### config.mk
export PLATFORM = sky130hd
export DESIGN_NAME = modular_exponentiation
export DESIGN_NICKNAME = d
export VERILOG_FILES = /design/src/rtl/core/mexp_pkg.sv /design/src/rtl/core/mexp_cfg.sv /design/src/rtl/core/mexp_mulmod.sv /design/src/rtl/core/modular_exponentiation.sv
export SDC_FILE = /design/constraint.sdc
export NUM_CORES = 1
export LEC_CHECK = 0
export BUFFER_PORTS_ARGS = -buffer_cell sky130_fd_sc_hd__buf_2
export CAP_MARGIN = 20
export CORE_ASPECT_RATIO = 0.8
export CORE_MARGIN = 4
export CORE_UTILIZATION = 40
export CTS_BUF_LIST = sky130_fd_sc_hd__clkbuf_4
export CTS_CLUSTER_SIZE = 28
export DETAILED_ROUTE_END_ITERATION = 12
export PLACE_DENSITY = 0.56
export SLEW_MARGIN = 20
export SYNTH_ARGS = -nofsm -noshare
export SYNTH_HDL_FRONTEND = slang
export SYNTH_HIERARCHICAL = 1
export SYNTH_SLANG_ARGS = --single-unit
### constraint.sdc
create_clock -name clk -period 5.4 [get_ports clk]
set_input_delay 0.54 -clock clk [delete_from_list [all_inputs] [get_ports clk]]
set_output_delay 0.54 -clock clk [all_outputs]
set_load 0.05 [all_outputs]
### src/rtl/core/mexp_pkg.sv
package mexp_pkg;

    // Register index decode: two registers, one index bit
    localparam int unsigned REG_IDX_BITS = 1;
    localparam logic [REG_IDX_BITS-1:0] REG_MODULUS  = 1'b0;
    localparam logic [REG_IDX_BITS-1:0] REG_EXPONENT = 1'b1;

    // Status of the shared modular multiply unit
    typedef struct packed {
        logic busy;
        logic done;
    } mexp_unit_stat_t;

endpackage

### src/rtl/core/mexp_cfg.sv
module mexp_cfg #(
    parameter int unsigned WORD_BITS  = 32,
    parameter int unsigned CFG_BITS   = 32,
    parameter int unsigned ADDR_LSB   = 2,
    parameter int unsigned PADDR_BITS = 3
) (
    input  logic                  clk,
    input  logic                  rst_n,
    input  logic                  psel,
    input  logic                  penable,
    input  logic                  pwrite,
    input  logic [PADDR_BITS-1:0] paddr,
    input  logic [CFG_BITS-1:0]   pwdata,
    output logic [CFG_BITS-1:0]   prdata,
    output logic                  pready,
    output logic [WORD_BITS-1:0]  modulus,
    output logic [WORD_BITS-1:0]  exponent
);
    import mexp_pkg::*;

    logic [WORD_BITS-1:0]    modulus_reg;
    logic [WORD_BITS-1:0]    exponent_reg;
    logic [REG_IDX_BITS-1:0] reg_idx;
    logic                    wr_en;

    assign pready  = 1'b1;
    assign reg_idx = paddr[PADDR_BITS-1:ADDR_LSB];
    assign wr_en   = psel && penable && pwrite && pready;

    // Write registers on the access phase
    always_ff @(posedge clk or negedge rst_n)
    begin
        if (!rst_n)
        begin
            modulus_reg  <= WORD_BITS'(1);
            exponent_reg <= WORD_BITS'(1);
        end
        else if (wr_en)
        begin
            unique case (reg_idx)
                REG_MODULUS:  modulus_reg  <= pwdata[WORD_BITS-1:0];
                REG_EXPONENT: exponent_reg <= pwdata[WORD_BITS-1:0];
                default:      ;
            endcase
        end
    end

    // Return the addressed register, zero extended
    always_comb
    begin
        unique case (reg_idx)
            REG_MODULUS:  prdata = CFG_BITS'(modulus_reg);
            REG_EXPONENT: prdata = CFG_BITS'(exponent_reg);
            default:      prdata = '0;
        endcase
    end

    assign modulus  = modulus_reg;
    assign exponent = exponent_reg;

endmodule

### src/rtl/core/mexp_mulmod.sv
module mexp_mulmod #(
    parameter int unsigned WORD_BITS = 32
) (
    input  logic                     clk,
    input  logic                     rst_n,
    input  logic                     start,
    input  logic [WORD_BITS-1:0]     mult,
    input  logic [WORD_BITS-1:0]     addend,
    input  logic [WORD_BITS-1:0]     modulus,
    output logic [WORD_BITS-1:0]     result,
    output mexp_pkg::mexp_unit_stat_t stat
);
    import mexp_pkg::*;

    localparam int unsigned CNT_BITS = (WORD_BITS > 1) ? $clog2(WORD_BITS) : 1;

    logic                 busy_reg;
    logic                 done_reg;
    logic [CNT_BITS-1:0]  cnt_reg;
    logic [WORD_BITS-1:0] acc_reg;
    logic [WORD_BITS-1:0] acc_next;
    logic [WORD_BITS-1:0] mult_reg;
    logic [WORD_BITS-1:0] addend_reg;

    logic [WORD_BITS+1:0] sum;
    logic [WORD_BITS+1:0] mod1;
    logic [WORD_BITS+1:0] mod2;
    logic [WORD_BITS+2:0] diff1;
    logic [WORD_BITS+2:0] diff2;
    logic                 mod_zero;

    // One shift-add step: acc = (2*acc + bit*addend) mod modulus
    assign mod_zero = (modulus == '0);
    assign sum   = {1'b0, acc_reg, 1'b0}
                 + {2'b00, (mult_reg[WORD_BITS-1] ? addend_reg : {WORD_BITS{1'b0}})};
    assign mod1  = {2'b00, modulus};
    assign mod2  = {1'b0, modulus, 1'b0};
    assign diff1 = {1'b0, sum} - {1'b0, mod1};
    assign diff2 = {1'b0, sum} - {1'b0, mod2};

    // Sum stays below three times the modulus: subtract once or twice
    always_comb
    begin
        priority if (mod_zero)
            acc_next = sum[WORD_BITS-1:0];
        else if (!diff2[WORD_BITS+2])
            acc_next = diff2[WORD_BITS-1:0];
        else if (!diff1[WORD_BITS+2])
            acc_next = diff1[WORD_BITS-1:0];
        else
            acc_next = sum[WORD_BITS-1:0];
    end

    // Step counter and done pulse
    always_ff @(posedge clk or negedge rst_n)
    begin
        if (!rst_n)
        begin
            busy_reg <= 1'b0;
            done_reg <= 1'b0;
            cnt_reg  <= '0;
        end
        else
        begin
            done_reg <= 1'b0;
            if (start && !busy_reg)
            begin
                busy_reg <= 1'b1;
                cnt_reg  <= CNT_BITS'(WORD_BITS - 1);
            end
            else if (busy_reg)
            begin
                cnt_reg <= cnt_reg - CNT_BITS'(1);
                if (cnt_reg == '0)
                begin
                    busy_reg <= 1'b0;
                    done_reg <= 1'b1;
                end
            end
        end
    end

    // Load operands, then walk multiplier bits from the top
    always_ff @(posedge clk)
    begin
        if (start && !busy_reg)
        begin
            acc_reg    <= '0;
            mult_reg   <= mult;
            addend_reg <= addend;
        end
        else if (busy_reg)
        begin
            acc_reg  <= acc_next;
            mult_reg <= {mult_reg[WORD_BITS-2:0], 1'b0};
        end
    end

    assign result    = acc_reg;
    assign stat.busy = busy_reg;
    assign stat.done = done_reg;

endmodule

### src/rtl/core/modular_exponentiation.sv
// Modular exponentiation: power_value = message ** exponent mod modulus.
// Input channel in_valid/in_ready carries one message word; output channel
// out_valid/out_ready carries one power_value word per message.
// Modulus and exponent are set through the APB port (modulus at offset 0,
// exponent at the next register slot); the user must set them only while
// the block is idle, which the block itself does not enforce. One shared
// shift-add modular multiplier does all the work, one multiplier bit per
// cycle. A message is first reduced by the modulus (one multiply pass), then
// the exponent is scanned from its low bit: a multiply on each set bit and a
// square on each bit below the top set bit. An exponent of zero returns 1.
// in_ready is high only while the sequencer is idle, so one message is in
// work at a time. A finished word sits in the output register; a new
// message may be taken meanwhile, and its result waits until the receiver
// takes the old one. Reset clears both channels and sets modulus and
// exponent to 1.
module modular_exponentiation #(
    parameter int unsigned WORD_BITS = 32
) (
    input  logic                                         clk,
    input  logic                                         rst_n,
    input  logic                                         psel,
    input  logic                                         penable,
    input  logic                                         pwrite,
    input  logic [((WORD_BITS > 32) ? 3 : 2)
                  + mexp_pkg::REG_IDX_BITS - 1:0]        paddr,
    input  logic [((WORD_BITS > 32) ? 64 : 32)-1:0]      pwdata,
    output logic [((WORD_BITS > 32) ? 64 : 32)-1:0]      prdata,
    output logic                                         pready,
    input  logic                                         in_valid,
    output logic                                         in_ready,
    input  logic [WORD_BITS-1:0]                         message,
    output logic                                         out_valid,
    input  logic                                         out_ready,
    output logic [WORD_BITS-1:0]                         power_value
);
    import mexp_pkg::*;

    localparam int unsigned CFG_BITS   = (WORD_BITS > 32) ? 64 : 32;
    localparam int unsigned ADDR_LSB   = (WORD_BITS > 32) ? 3 : 2;
    localparam int unsigned PADDR_BITS = ADDR_LSB + REG_IDX_BITS;

    localparam logic [2:0] S_IDLE   = 3'd0;
    localparam logic [2:0] S_REDUCE = 3'd1;
    localparam logic [2:0] S_MUL    = 3'd2;
    localparam logic [2:0] S_SQR    = 3'd3;
    localparam logic [2:0] S_OUT    = 3'd4;

    logic [WORD_BITS-1:0] modulus;
    logic [WORD_BITS-1:0] exponent;

    logic [2:0]           state_reg;
    logic [2:0]           state_next;
    logic                 start_reg;
    logic                 start_next;
    logic                 out_valid_reg;
    logic                 out_valid_next;
    logic [WORD_BITS-1:0] base_reg;
    logic [WORD_BITS-1:0] base_next;
    logic [WORD_BITS-1:0] acc_reg;
    logic [WORD_BITS-1:0] acc_next;
    logic [WORD_BITS-1:0] exp_reg;
    logic [WORD_BITS-1:0] exp_next;
    logic [WORD_BITS-1:0] out_reg;
    logic [WORD_BITS-1:0] out_next;

    logic [WORD_BITS-1:0] unit_mult;
    logic [WORD_BITS-1:0] unit_addend;
    logic [WORD_BITS-1:0] unit_result;
    mexp_unit_stat_t      unit_stat;

    logic                 in_fire;
    logic                 out_free;
    logic [WORD_BITS-1:0] exp_shift;

    mexp_cfg #(
        .WORD_BITS  (WORD_BITS),
        .CFG_BITS   (CFG_BITS),
        .ADDR_LSB   (ADDR_LSB),
        .PADDR_BITS (PADDR_BITS)
    ) u_cfg (
        .clk      (clk),
        .rst_n    (rst_n),
        .psel     (psel),
        .penable  (penable),
        .pwrite   (pwrite),
        .paddr    (paddr),
        .pwdata   (pwdata),
        .prdata   (prdata),
        .pready   (pready),
        .modulus  (modulus),
        .exponent (exponent)
    );

    mexp_mulmod #(
        .WORD_BITS (WORD_BITS)
    ) u_mulmod (
        .clk     (clk),
        .rst_n   (rst_n),
        .start   (start_reg),
        .mult    (unit_mult),
        .addend  (unit_addend),
        .modulus (modulus),
        .result  (unit_result),
        .stat    (unit_stat)
    );

    assign in_ready    = (state_reg == S_IDLE);
    assign in_fire     = in_valid && in_ready;
    assign out_free    = !out_valid_reg || out_ready;
    assign exp_shift   = {1'b0, exp_reg[WORD_BITS-1:1]};
    assign out_valid   = out_valid_reg;
    assign power_value = out_reg;

    // Select unit operands for the pass being started
    always_comb
    begin
        unique case (state_reg)
            S_REDUCE:
            begin
                unit_mult   = base_reg;
                unit_addend = WORD_BITS'(1);
            end
            S_MUL:
            begin
                unit_mult   = acc_reg;
                unit_addend = base_reg;
            end
            default:
            begin
                unit_mult   = base_reg;
                unit_addend = base_reg;
            end
        endcase
    end

    // Sequence reduce, multiply and square passes over the exponent bits
    always_comb
    begin
        state_next     = state_reg;
        start_next     = 1'b0;
        out_valid_next = out_valid_reg;
        base_next      = base_reg;
        acc_next       = acc_reg;
        exp_next       = exp_reg;
        out_next       = out_reg;

        if (out_valid_reg && out_ready)
            out_valid_next = 1'b0;

        unique case (state_reg)
            S_IDLE:
            begin
                if (in_fire)
                begin
                    base_next = message;
                    exp_next  = exponent;
                    acc_next  = WORD_BITS'(1);
                    if (exponent == '0)
                        state_next = S_OUT;
                    else
                    begin
                        state_next = S_REDUCE;
                        start_next = 1'b1;
                    end
                end
            end
            S_REDUCE:
            begin
                if (unit_stat.done)
                begin
                    base_next  = unit_result;
                    start_next = 1'b1;
                    state_next = exp_reg[0] ? S_MUL : S_SQR;
                end
            end
            S_MUL:
            begin
                if (unit_stat.done)
                begin
                    acc_next = unit_result;
                    if (exp_shift == '0)
                        state_next = S_OUT;
                    else
                    begin
                        state_next = S_SQR;
                        start_next = 1'b1;
                    end
                end
            end
            S_SQR:
            begin
                if (unit_stat.done)
                begin
                    base_next  = unit_result;
                    exp_next   = exp_shift;
                    start_next = 1'b1;
                    state_next = exp_shift[0] ? S_MUL : S_SQR;
                end
            end
            S_OUT:
            begin
                if (out_free)
                begin
                    out_next       = acc_reg;
                    out_valid_next = 1'b1;
                    state_next     = S_IDLE;
                end
            end
            default:
            begin
                state_next = S_IDLE;
            end
        endcase
    end

    // Hold control state
    always_ff @(posedge clk or negedge rst_n)
    begin
        if (!rst_n)
        begin
            state_reg     <= S_IDLE;
            start_reg     <= 1'b0;
            out_valid_reg <= 1'b0;
        end
        else
        begin
            state_reg     <= state_next;
            start_reg     <= start_next;
            out_valid_reg <= out_valid_next;
        end
    end

    // Hold working words
    always_ff @(posedge clk)
    begin
        base_reg <= base_next;
        acc_reg  <= acc_next;
        exp_reg  <= exp_next;
        out_reg  <= out_next;
    end

    // Never launch a pass while the unit is still stepping
    assert property (@(posedge clk) disable iff (!rst_n)
        start_reg |-> !unit_stat.busy)
    else $error("multiply unit started while busy");

    // A finished pass only lands in a compute state
    assert property (@(posedge clk) disable iff (!rst_n)
        unit_stat.done |-> (state_reg == S_REDUCE || state_reg == S_MUL
                            || state_reg == S_SQR))
    else $error("multiply unit done outside a compute state");

    // Exponent zero goes straight to the output with a result of one
    assert property (@(posedge clk) disable iff (!rst_n)
        (in_fire && exponent == '0) |=> (state_reg == S_OUT && acc_reg == WORD_BITS'(1)))
    else $error("zero exponent did not yield one");

    // Remaining exponent never runs out while computing
    assert property (@(posedge clk) disable iff (!rst_n)
        (state_reg == S_REDUCE || state_reg == S_MUL || state_reg == S_SQR)
        |-> (exp_reg != '0))
    else $error("exponent exhausted during compute");

endmodule
==> metrics.txt <==
Final Wtd Congestion=0.883; Finish-stage setup viols=0; Worst EP arrival=5.96 ns; number of port buffers=137; Chip Height=201 um; pre-CTS setup slack=-0.319 ns; DRC Markers=0; Max transition margin=17.0%; largest net degree at the start of global routing=65; status=complete, no violations; First DRT Iteration DRCs=1144; Vias/cell=5.40; Yosys warning count=6; Die X=249 um; Initial Util=40.5%; clock-pin slew on the worst setup and hold paths=0.07 ns; GRT Resource Usage Total=20.7%; Root Buffer=clkbuf_4; R2R Path Start=u_mulmod/mult_reg[31]; Layout area overhead=24.5%; Routed WL per cell=19.7 um; Cells after Synth=1681; Final Skew=0.0470 ns; syn_nets=1855; wire length of the first global-routing pass=82.5 mm; Antenna Nets Post-Route=0; Max-Cap Viols=0; fin nets=2222; R2R Setup Slk=0.11 ns; DP Area=20700 sq um; Final period util=97.9%; Critical Path End Type=register; Worst-Margin Slew=1.24 ns; maximum fanout along the worst path=7; worst-case clock buffer depth=3; GR Overflow Total=0; worst setup path end=u_mulmod/result[3]; setup TNS=0 ns; initial antenna violation count=2; Max Transition Viols Final=0; Reg2Reg Depth=27; worst-skew pair later-pin latency=0.81 ns; fin worst setup slack=0.113 ns; Final Critical Period=5.29 ns; total die area=50000 sq um; IO Pins=141; Worst Hold Class=primary input to async pin; RR Endpoint=u_mulmod/result[3]; final hold viol count=0; FP Rows=70; Finished Cell Area=23100 sq um; WS Path Type=register to register; CTS buffer count=84; Startpoint Class=register; Core Box Area=45800 sq um; top achievable clock speed=189 MHz; CP required=6.07 ns; Vias=14700; clock sink count=300; Avg Synthesized Cell Area=11.0 sq um; Mapped Area=18600 sq um; detailed placement HPWL=38.7 mm; TritonCTS clock tree=done; htree depth=3; layout cell share with drive strength beyond 1=35.0%; RSZ-0062 raised after global routing=yes; drt first pass iters=6; final WL=53.8 mm; crit path launch=u_mulmod/mult_reg[31]; vias in the first global route=14700
[per-stage QoR]
stage	util (%)	cells	hold slack, ns
detailed placement	45.2	2491	0.441
global placement	45.2	2491	0.434
floorplan	-	1681	0.244
global route	50.5	2727	0.126
finish	50.5	2727	0.165
CTS	49.0	2707	0.0900
[final cells by class]
cell class / instances / area (sq um)
fillers: 4185 / 22700
multi-input cells: 1248 / 10100
flip-flops and latches: 300 / 8310
repair buffers: 357 / 2640
clock buffers: 128 / 961
well taps: 612 / 766
inverters: 57 / 214
clock inverters: 21 / 96.3
diodes: 4 / 10.0
[layout by cell type, fill, tap and decap left out, types with 15 or more instances in the layout]
cell / instances
a21o_1: 45
a21oi_1: 81
and2_1: 36
and3_1: 41
buf_2: 137
buf_4: 139
clkbuf_4: 128
dfrtp_1: 74
dfxtp_1: 32
dlygate4sd3_1: 66
edfxtp_1: 192
ha_1: 76
inv_1: 55
mux2_2: 102
mux2_4: 87
nand2_1: 175
nand3_1: 28
nor2_1: 58
nor2b_1: 38
nor3_1: 21
nor4_1: 25
o21a_1: 15
o21ai_0: 36
o21ai_1: 23
xnor2_1: 48
xor2_1: 28
[what timing repair did]
item / in CTS / in global routing
gates cloned: 0 / 3
pin swaps: 1 / 30
hold buffers: 66 / 0
endpoints found under the setup margin: 32 / 32
hold endpoints to repair: 109 / 0
setup buffers: 1 / 13
gates resized for setup: 9 / 106
[layer usage]
layer	routed length [um]	global-route usage, %
met1	24300	28.2
met4	1400	6.53
met3	3000	4.51
met2	25100	33.2
met5	0	0
[worst max-delay path, stage by stage, from the launching register on]
cell	delay [ns]
edfxtp_1	0.40
and2_4	0.18
ha_4	0.12
inv_2	0.03
fa_2	0.33
nand2b_4	0.16
a21oi_4	0.18
o21ai_2	0.09
o21a_1	0.23
or2_4	0.28
o21ai_2	0.15
nand3_1	0.09
nand2_1	0.09
xor2_1	0.15
buf_4	0.16
ha_4	0.20
a21oi_2	0.14
o21ai_2	0.08
a221o_1	0.31
a221o_1	0.35
o21ai_2	0.24
o41ai_4	0.10
nor3b_2	0.24
clkbuf_16	0.21
buf_12	0.11
mux2i_1	0.17
a21oi_1	0.08
a221o_1	0.25
[worst min path at each step]
stage                      startpoint             endpoint  slack [ns]  depth (start not counted)
after CTS                       rst_n  u_mulmod/cnt_reg[4]        0.09                          2
after global routing            rst_n  u_mulmod/cnt_reg[2]        0.13                          2
final                           rst_n            out_valid        0.16                          2
after detailed placement  acc_reg[16]      power_value[16]        0.44                          0
after floorplan                 rst_n            out_valid        0.24                          0
after global placement     acc_reg[2]       power_value[2]        0.43                          0
Power is left out: the tool's default activity adds up to more than one toggle a clock period on the data nets, which glitch-free logic cannot reach.
